File: src/hw/rtl/utd_pkg.sv
`timescale 1ns / 1ps

package utd_pkg;

  localparam int COORD_WIDTH_DEF = 12;
  localparam int LW_WIDTH        = 13;

  localparam logic [LW_WIDTH-1:0] LINE_WIDTH_RST = 13'd640;

  localparam logic [4:0] LINE_STEP = 5'd20;
  localparam logic [4:0] ADV_ASCII = 5'd8;
  localparam logic [4:0] ADV_WIDE  = 5'd16;

  localparam logic [7:0] CHAR_NUL = 8'h00;
  localparam logic [7:0] CHAR_NL  = 8'h0a;

  localparam logic FUNC_START = 1'b0;
  localparam logic FUNC_TEXT  = 1'b1;

  localparam logic [1:0] DUE_NONE = 2'd0;
  localparam logic [1:0] DUE_ONE  = 2'd1;
  localparam logic [1:0] DUE_TWO  = 2'd2;

  typedef struct packed {
    logic        func;
    logic [7:0]  data_byte;
    logic [11:0] start_x;
    logic [11:0] start_y;
  } in_t;

  typedef struct packed {
    logic [15:0] code_point;
    logic [11:0] glyph_x;
    logic [11:0] glyph_y;
    logic [23:0] pixel_offset;
    logic [4:0]  glyph_width;
  } out_t;

endpackage

File: src/hw/rtl/utf8_text_cursor_decoder.sv
`timescale 1ns / 1ps

// Channel  Direction  Handshake           Payload
// in       request    in_valid/in_stall   utd_pkg::in_t  (start or one UTF-8 byte)
// out      result     out_valid/out_stall utd_pkg::out_t (one glyph)
// cfg      write      cfg_we              line_width, 13 bits
//
// One byte per cycle while in_stall is low. Cursor and decode state update in the accept cycle;
// the glyph lands in a stage register, then the y*line_width+x multiply
// fills the output register.
// Synchronous active-low reset clears cursor, decode state and valids.
// in_stall rises only when both stages hold results and out_stall is high.

module utf8_text_cursor_decoder #(
  parameter int COORD_WIDTH = utd_pkg::COORD_WIDTH_DEF
) (
  input  logic                             clk,
  input  logic                             rst_n,
  input  logic                             in_valid,
  output logic                             in_stall,
  input  utd_pkg::in_t                     in_data,
  output logic                             out_valid,
  input  logic                             out_stall,
  output utd_pkg::out_t                    out_data,
  input  logic                             cfg_we,
  input  logic [utd_pkg::LW_WIDTH-1:0]     cfg_wdata
);

  localparam int          EW    = 17;
  localparam logic [EW-1:0] CMAX = EW'((1 << COORD_WIDTH) - 1);
  localparam int          PW    = COORD_WIDTH + utd_pkg::LW_WIDTH;

  logic [utd_pkg::LW_WIDTH-1:0] lw_r;
  logic [COORD_WIDTH-1:0]       cur_x_r, cur_x_nxt;
  logic [COORD_WIDTH-1:0]       cur_y_r, cur_y_nxt;
  logic [COORD_WIDTH-1:0]       line_x_r, line_x_nxt;
  logic [15:0]                  partial_r, partial_nxt;
  logic [1:0]                   due_r, due_nxt;

  logic                         s1_valid_r, s1_valid_nxt;
  logic [15:0]                  s1_cp_r;
  logic [COORD_WIDTH-1:0]       s1_x_r;
  logic [COORD_WIDTH-1:0]       s1_y_r;
  logic [4:0]                   s1_adv_r;

  logic                         out_valid_r, out_valid_nxt;
  utd_pkg::out_t                out_r;

  logic                         out_adv, s1_free, accept;
  logic                         emit;
  logic [15:0]                  emit_cp;
  logic [4:0]                   emit_adv;
  logic [15:0]                  merged;
  logic [EW-1:0]                sx_ext, sy_ext, xsum, ysum;
  logic [PW-1:0]                prod;

  assign out_adv  = !out_valid_r || !out_stall;
  assign s1_free  = !s1_valid_r || out_adv;
  assign in_stall = !s1_free;
  assign accept   = in_valid && s1_free;

  assign sx_ext = EW'(in_data.start_x);
  assign sy_ext = EW'(in_data.start_y);
  assign ysum   = EW'(cur_y_r) + EW'(utd_pkg::LINE_STEP);
  assign xsum   = EW'(cur_x_r) + EW'(emit_adv);

  always_comb begin
    case (due_r)
      utd_pkg::DUE_TWO: merged = partial_r | {4'h0, in_data.data_byte[5:0], 6'h00};
      default:          merged = partial_r | {10'h000, in_data.data_byte[5:0]};
    endcase
  end

  always_comb begin
    cur_x_nxt   = cur_x_r;
    cur_y_nxt   = cur_y_r;
    line_x_nxt  = line_x_r;
    partial_nxt = partial_r;
    due_nxt     = due_r;
    emit        = 1'b0;
    emit_cp     = {8'h00, in_data.data_byte};
    emit_adv    = utd_pkg::ADV_ASCII;
    if (accept) begin
      if (in_data.func == utd_pkg::FUNC_START) begin
        cur_x_nxt   = (sx_ext > CMAX) ? CMAX[COORD_WIDTH-1:0] : sx_ext[COORD_WIDTH-1:0];
        line_x_nxt  = cur_x_nxt;
        cur_y_nxt   = (sy_ext > CMAX) ? CMAX[COORD_WIDTH-1:0] : sy_ext[COORD_WIDTH-1:0];
        partial_nxt = 16'h0000;
        due_nxt     = utd_pkg::DUE_NONE;
      end else if (in_data.data_byte == utd_pkg::CHAR_NUL) begin
        partial_nxt = 16'h0000;
        due_nxt     = utd_pkg::DUE_NONE;
      end else if (due_r != utd_pkg::DUE_NONE) begin
        due_nxt = due_r - 2'd1;
        if (due_r == utd_pkg::DUE_ONE) begin
          partial_nxt = 16'h0000;
          emit        = 1'b1;
          emit_cp     = merged;
          emit_adv    = utd_pkg::ADV_WIDE;
        end else begin
          partial_nxt = merged;
        end
      end else if (!in_data.data_byte[7]) begin
        if (in_data.data_byte == utd_pkg::CHAR_NL) begin
          cur_x_nxt = line_x_r;
          cur_y_nxt = (ysum > CMAX) ? CMAX[COORD_WIDTH-1:0] : ysum[COORD_WIDTH-1:0];
        end else begin
          emit = 1'b1;
        end
      end else if (in_data.data_byte[7:5] == 3'b110) begin
        partial_nxt = {5'h00, in_data.data_byte[4:0], 6'h00};
        due_nxt     = utd_pkg::DUE_ONE;
      end else if (in_data.data_byte[7:4] == 4'b1110) begin
        partial_nxt = {in_data.data_byte[3:0], 12'h000};
        due_nxt     = utd_pkg::DUE_TWO;
      end
      if (emit) begin
        cur_x_nxt = (xsum > CMAX) ? CMAX[COORD_WIDTH-1:0] : xsum[COORD_WIDTH-1:0];
      end
    end
  end

  always_comb begin
    s1_valid_nxt  = s1_free ? (accept && emit) : s1_valid_r;
    out_valid_nxt = out_adv ? s1_valid_r : out_valid_r;
  end

  assign prod = PW'(s1_y_r) * PW'(lw_r) + PW'(s1_x_r);

  always_ff @(posedge clk) begin
    if (!rst_n) begin
      lw_r        <= utd_pkg::LINE_WIDTH_RST;
      cur_x_r     <= '0;
      cur_y_r     <= '0;
      line_x_r    <= '0;
      partial_r   <= '0;
      due_r       <= utd_pkg::DUE_NONE;
      s1_valid_r  <= 1'b0;
      out_valid_r <= 1'b0;
    end else begin
      if (cfg_we) begin
        lw_r <= cfg_wdata;
      end
      cur_x_r     <= cur_x_nxt;
      cur_y_r     <= cur_y_nxt;
      line_x_r    <= line_x_nxt;
      partial_r   <= partial_nxt;
      due_r       <= due_nxt;
      s1_valid_r  <= s1_valid_nxt;
      out_valid_r <= out_valid_nxt;
    end
  end

  always_ff @(posedge clk) begin
    if (s1_free) begin
      s1_cp_r  <= emit_cp;
      s1_x_r   <= cur_x_r;
      s1_y_r   <= cur_y_r;
      s1_adv_r <= emit_adv;
    end
    if (out_adv) begin
      out_r.code_point   <= s1_cp_r;
      out_r.glyph_x      <= 12'(s1_x_r);
      out_r.glyph_y      <= 12'(s1_y_r);
      out_r.pixel_offset <= 24'(prod);
      out_r.glyph_width  <= s1_adv_r;
    end
  end

  assign out_valid = out_valid_r;
  assign out_data  = out_r;

  // checks

  a_due_range: assert property (@(posedge clk) disable iff (!rst_n)
    due_r != 2'd3)
    else $error("decode count out of range");

  a_partial_idle: assert property (@(posedge clk) disable iff (!rst_n)
    due_r == utd_pkg::DUE_NONE |-> partial_r == 16'h0000)
    else $error("partial code held with no sequence open");

  a_stall_full: assert property (@(posedge clk) disable iff (!rst_n)
    in_stall |-> s1_valid_r && out_valid_r && out_stall)
    else $error("request stalled with room in the pipe");

  a_width: assert property (@(posedge clk) disable iff (!rst_n)
    out_valid_r |-> (out_r.glyph_width == utd_pkg::ADV_ASCII ||
                     out_r.glyph_width == utd_pkg::ADV_WIDE))
    else $error("bad glyph width");

endmodule

File: config.mk
export PLATFORM = sky130hd
export DESIGN_NAME = utf8_text_cursor_decoder
export DESIGN_NICKNAME = d
export VERILOG_FILES = /design/src/hw/rtl/utd_pkg.sv /design/src/hw/rtl/utf8_text_cursor_decoder.sv
export SDC_FILE = /design/constraint.sdc
export NUM_CORES = 1
export LEC_CHECK = 0
export BUFFER_PORTS_ARGS = -buffer_cell sky130_fd_sc_hd__buf_2
export CAP_MARGIN = 20
export CELL_PAD_IN_SITES_DETAIL_PLACEMENT = 2
export CELL_PAD_IN_SITES_GLOBAL_PLACEMENT = 2
export CORE_ASPECT_RATIO = 1.4
export CORE_UTILIZATION = 30
export DETAILED_ROUTE_END_ITERATION = 12
export PLACE_DENSITY = 0.77
export SLEW_MARGIN = 20
export SYNTH_ARGS = -nofsm -noshare
export SYNTH_HDL_FRONTEND = slang
export SYNTH_SLANG_ARGS = --single-unit
File: constraint.sdc
create_clock -name clk -period 5.7 [get_ports clk]
set_input_delay 0.855 -clock clk [delete_from_list [all_inputs] [get_ports clk]]
set_output_delay 0.855 -clock clk [all_outputs]
set_load 0.1 [all_outputs]
==> metrics.cfg, run 1 <==
[logic_synthesis]
synth_cells=1213
synth_seq_cells=177
synthAdderAreaFrac_pct=26.8
synthMuxAreaShare_pct=2.23
async_reset_ff_share_pct=0
synth-simple-area-share_pct=15.0
synth_compound_area_share_pct=9.50
synth_top_family_by_area=adder cells
yosys_warnings=0
synth_edf_count=108
dominantRegCellSynth=edfxtp_1
avgSynthCellArea_um2=10.2
synthXorXnorAreaFrac_pct=1.56
yosysUniqueCellTypes=71
seq_area_frac_synth_pct=37.4
syn-cell-area_um2=12400

[die]
die_area_um2=42100
dieWidth_um=174
rows=87
die_y_um=242
io_pins=122
core_area_um2=40500
start_util_pct=30.6

[pwr]
leakagePower_nw=6.69
power.switching_mw=1.44
p_comb_share_pct=28.1
clkPwrFrac_pct=31.4
p_sw_share_pct=38.0
vdd_drop_max_mv=0.149
internal_power_mw=2.34
power.density_nw_per_um2=262
pwr-share-seq_pct=40.5

[finish]
final_cell_mix=182 x inv_1, 125 x nand2_1, 121 x fa_1
drive_above_1_share_pct=16.7
utilization_pct=35.6
antennaDiodeCount=0
final_common_cell=inv_1
finalInstanceArea_um2=14400
nets=1591
syn2layout_area_growth_pct=16.5

[sta]
fmax_ghz=0.179
slew_viol_final=0
finalSetupTns_ns=0
worst_slew_pin_slew_ns=1.09
finClkSkew_ns=0.0153
min_period_ns=5.59
hold_violations=0
max_slew_margin_pct=26.8
setup_violations=0
finalCritPeriodShare_pct=98.0

[setup_path]
critical_path.startpoint_type=register
crit_type=reg -> reg
worstPathRequired_ns=5.91
end_kind=register
crit_arrival_ns=5.80
reg2reg_depth=18
crit_fanout=7

[global_routing]
grt_pass1_vias=10600
grt_first_pass_wirelength_um=59800
grt_max_degree=67
antenna_found_initial=0
grtUsageTotal_pct=18.4
grt-ovfl-total=0

[status]
status=finished, final reports clean

[route]
antenna_left=0
vias=9257
drtIter0Drc=364
wl_per_cell_um=19.9
firstDrtPassIters=6
remaining_drc_errors=0
viasPerCell=4.89
drt-total-wl_um=37700

[clock_tree]
clk_latency_ns=0.46
cts_sinks=177
hold_buffers=0
path_clk_slew_ns=0.08
cts_buffer_depth=2
numCtsBuffers=17
htree_levels=4
root_buffer=clkbuf_16
cts_tree=built

[flow_run]
maxCapViolations=0

[hold_path]
hold_class=reg -> reg
worstHoldPathCells=0

[placement]
placed_cell_area_um2=13700
io_buffer_count=118
hpwl_um=29100
gp_congestion=0.796

final timing paths:
check	from	to	slack (ns)
max	s1_y_r[11]$_DFFE_PN_	out_data[27]$_DFFE_PP_	0.11
min	s1_cp_r[6]$_DFFE_PN_	out_data[59]$_DFFE_PP_	0.42
max reg2reg	s1_y_r[11]$_DFFE_PN_	out_data[27]$_DFFE_PP_	0.11
min reg2reg	s1_cp_r[6]$_DFFE_PN_	out_data[59]$_DFFE_PP_	0.42
cell usage after synthesis (22+ instances only):
cell type  count  area, um^2
inv_1        182         683
nand2_1      126         473
fa_1         121        2420
edfxtp_1     108        3240
and2_1        96         601
nor2_1        78         293
ha_1          72         901
dfxtp_1       69        1380
a21oi_1       57         285
clkbuf_1      45         169
mux2i_1       22         220
o21ai_0       22         110
critical path, stage by stage (launching register included):
cell	delay, ns
edfxtp_1	0.51
and2_1	0.26
fa_1	0.58
inv_1	0.09
fa_1	0.58
inv_1	0.08
fa_1	0.52
fa_1	0.55
inv_1	0.06
fa_1	0.55
inv_1	0.05
ha_1	0.31
buf_4	0.17
a211oi_1	0.24
o22ai_1	0.15
nor4_2	0.18
a31oi_2	0.15
o2111ai_1	0.21
o211ai_1	0.11
repair_timing:
action | in CTS | in global routing
resized for setup | 1 | 6
pin swaps | 0 | 1
setup endpoints to repair | 1 | 6
cloned | 0 | 0
buffers inserted | 7 | 6
area by class of cell:
type                    count  area [um^2]
clock buffers              18          429
fillers                  4449        26100
well taps                 534          668
repair buffers            171          988
multi-input cells         798         6880
clock inverters            14          149
flip-flops and latches    177         4630
inverters                 182          683
routing by layer:
metal	wire length, um	share of wire, %	track usage (%)
met5	0	0	0
met4	790	2.1	6.30
met3	964	2.6	2.64
met2	20900	55	35.4
met1	15100	40	20.4
flip-flops by register name, summed over array words and instances, names as in the netlist:
name / count
s1_cp_r: 16
out_data: 66
due_r: 2
lw_r: 13
s1_x_r: 12
s1_adv_r: 2
s1_valid_r: 1
s1_y_r: 12
out_valid: 1
cur_x_r: 12
line_x_r: 12
cur_y_r: 12
partial_r: 16
logic make-up after synthesis:
| logic type | count (synthesis) |
|---|---|
| muxes | 27 |
| xor gates and xnor gates | 22 |
| buffers and inverters | 240 |
| AOI/OAI and AO/OA | 175 |
| adders and majority gates | 193 |
| DFF | 177 |
| and+or+nand+nor | 378 |
| other | 1 |
power by group through the flow:
| stage | Clock, mW | Combinational [mW] | Sequential [mW] |
|---|---|---|---|
| final | 1.19 | 1.06 | 1.53 |
| after global placement | 0 | 1.02 | 1.56 |
| after global routing | 1.26 | 1.14 | 1.54 |
| after detailed placement | 0 | 1.05 | 1.56 |
| after floorplan | 0 | 0.390 | 1.95 |
| after CTS | 1.22 | 1.07 | 1.54 |
through the flow:
stage / total power [mW] / hold WS, ns / setup slack (ns) / instances
2_1_floorplan: 2.34 / 0.400 / 0.305 / 1215
3_3_place_gp: 2.58 / 0.405 / 0.212 / 1849
3_5_place_dp: 2.62 / 0.405 / 0.0597 / 1849
4_1_cts: 3.83 / 0.423 / 0.00291 / 1888
5_1_grt: 3.94 / 0.434 / -0.140 / 1894
6_report: 3.78 / 0.421 / 0.112 / 1894
Note: power is estimated with default switching activity, not from simulation.
==> run 2, diff against run 1 <==
--- a/config.mk
+++ b/config.mk
@@ -10,9 +10,10 @@
 export CELL_PAD_IN_SITES_DETAIL_PLACEMENT = 2
 export CELL_PAD_IN_SITES_GLOBAL_PLACEMENT = 2
 export CORE_ASPECT_RATIO = 1.4
-export CORE_UTILIZATION = 30
+export CORE_UTILIZATION = 35
 export DETAILED_ROUTE_END_ITERATION = 12
-export PLACE_DENSITY = 0.77
+export PLACE_DENSITY = 0.87
+export SETUP_SLACK_MARGIN = 0.5
 export SLEW_MARGIN = 20
 export SYNTH_ARGS = -nofsm -noshare
 export SYNTH_HDL_FRONTEND = slang
==> metrics.cfg, run 2 (synthesis gave the netlist of run 1 again) <==
[status]
status=finished, final reports clean

[hold_path]
hold_class=reg -> reg

[global_routing]
antenna_found_initial=0  ; unchanged
grt_pass1_vias=11800  ; +11%
grt_first_pass_wirelength_um=75300  ; +26%
grt-ovfl-total=0  ; unchanged
grt_max_degree=67  ; unchanged
grtUsageTotal_pct=28.5  ; +10 points

[pwr]
pwr-share-seq_pct=37.3  ; -3.2 points
vdd_drop_max_mv=0.222  ; +48%
leakagePower_nw=6.98  ; +4.4%
p_sw_share_pct=41.0  ; +3.0 points
internal_power_mw=2.42  ; +3.4%
power.switching_mw=1.68  ; +17%
power.density_nw_per_um2=268  ; +2.2%
clkPwrFrac_pct=30.5  ; -0.9 points
p_comb_share_pct=32.2  ; +4.1 points
p_total_mw=4.11  ; +8.6%

[flow_run]
maxCapViolations=0  ; unchanged

[setup_path]
reg2reg_setup_slack_ns=0.03  ; -0.08 ns
crit_arrival_ns=5.90  ; +0.10 ns
end_kind=register
crit_type=reg -> reg
critical_path.startpoint_type=register
crit_fanout=3  ; -4
worstPathRequired_ns=5.93  ; +0.02 ns

[route]
remaining_drc_errors=0  ; unchanged
viasPerCell=5.53  ; +13%
drtIter0Drc=606  ; +66%
drt-total-wl_um=52600  ; +39%
wl_per_cell_um=28.2  ; +41%
vias=10300  ; +11%
antenna_left=0  ; unchanged
firstDrtPassIters=7  ; +1

[die]
die_y_um=225  ; -7.4%
core_area_um2=34900  ; -14%
io_pins=122  ; unchanged
start_util_pct=35.5  ; +4.9 points
die_area_um2=36100  ; -14%
dieWidth_um=161  ; -7.3%
rows=81  ; -6.9%

[sta]
slew_viol_final=0  ; unchanged
whs_ns=0.429  ; +0.00731 ns
rsz0062_at_grt=true
finalCritPeriodShare_pct=99.4  ; +1.4 points
min_period_ns=5.67  ; +0.0775 ns
worst_slew_pin_slew_ns=1.12  ; +0.0305 ns
finClkSkew_ns=0.0232  ; +0.00787 ns
setup_violations=0  ; unchanged
max_slew_margin_pct=24.8  ; -2.0 points
fmax_ghz=0.177  ; -1.4%
hold_violations=0  ; unchanged

[clock_tree]
root_buffer=clkbuf_16
cts_sinks=177  ; unchanged
cts_tree=built
numCtsBuffers=17  ; unchanged
clk_latency_ns=0.48  ; +0.02 ns
path_clk_slew_ns=0.09  ; about the same
cts_buffer_depth=2  ; unchanged
hold_buffers=0  ; unchanged
htree_levels=4  ; unchanged

[placement]
hpwl_um=31700  ; +8.7%
gp_congestion=0.879  ; +10%
place_inst=1759  ; -4.9%
io_buffer_count=118  ; unchanged

[finish]
nets=1642  ; +3.2%
largest_reg_flops=66  ; unchanged
final_cell_mix=164 x inv_1, 122 x nand2_1, 118 x buf_2
antennaDiodeCount=0  ; unchanged
fillers=3697  ; -17%
drive_above_1_share_pct=26.4  ; +9.7 points
fin_cells=1867  ; -1.4%
syn2layout_area_growth_pct=23.8
final_common_cell=inv_1
utilization_pct=43.9  ; +8.3 points

-- run 2: cell types whose count changed in the layout (fill, tap and decap cells not counted), sizes merged --
cell      change
clkinvlp      +2
buf          +51
bufinv        -1
clkbuf        -1
-- run 2: worst paths after layout --
| kind | startpoint | cells after the start | endpoint |
|---|---|---|---|
| hold reg to reg | s1_cp_r[12]$_SDFFCE_PP0N_ | 0 | out_data[65]$_DFFE_PP_ |
| setup / recovery | s1_y_r[8]$_DFFE_PN_ | 19 | out_data[27]$_DFFE_PP_ |
| hold / removal | s1_cp_r[12]$_SDFFCE_PP0N_ | 0 | out_data[65]$_DFFE_PP_ |
| setup reg to reg | s1_y_r[8]$_DFFE_PN_ | 19 | out_data[27]$_DFFE_PP_ |
-- run 2: power by group through the flow --
stage | registers (mW) | clock network [mW] | logic, mW
floorplan | 1.95 | 0 | 0.395
global placement | 1.56 | 0 | 1.01
detailed placement | 1.57 | 0 | 1.07
CTS | 1.53 | 1.25 | 1.20
global route | 1.54 | 1.31 | 1.37
finish | 1.53 | 1.25 | 1.32
-- run 2: what timing repair did --
action	CTS	global route
resized for setup	101	45
buffers inserted	54	22
pin swaps	58	45
setup endpoints to repair	15	15
-- run 2: routing by layer --
layer | global-route usage [%] | wire length (um) | up-vias
li1 | - | - | 4367
met1 | 29.9 | 18900 | 5389
met2 | 53.4 | 28500 | 380
met3 | 3.82 | 1630 | 181
met4 | 17.4 | 3480 | 0
met5 | 0 | 0 | -
-- run 2: area by class of cell --
class	count	area [um^2]	area share (%)
timing repair buffer	222	1450	9.45
multi-input combinational	798	7380	48.2
clock inverter	15	179	1.17
tap	456	571	3.72
inverter	182	683	4.46
clock buffer	17	425	2.78
sequential	177	4640	30.3
-- run 2: critical path, cell delays in order (launching register included) --
cell,delay [ns]
edfxtp_1,0.49
buf_6,0.17
and2_1,0.19
fa_1,0.60
inv_2,0.06
fa_2,0.47
fa_1,0.59
inv_2,0.06
fa_1,0.56
inv_1,0.07
fa_1,0.50
inv_2,0.06
ha_4,0.29
nand3_4,0.08
buf_4,0.14
nor3_2,0.31
nand2_1,0.22
a31oi_4,0.26
o21a_1,0.18
o211ai_1,0.10
-- run 2: through the flow --
| stage | setup slack (ns) | TNS (ns) | area (um^2) |
|---|---|---|---|
| 2_1_floorplan | 0.509 | 0 | 12400 |
| 3_3_place_gp | 0.0419 | 0 | 13600 |
| 3_5_place_dp | -0.340 | -1.29 | 13600 |
| 4_1_cts | 0.273 | 0 | 15000 |
| 5_1_grt | -0.0531 | -0.0904 | 15300 |
| 6_report | 0.0344 | 0 | 15300 |
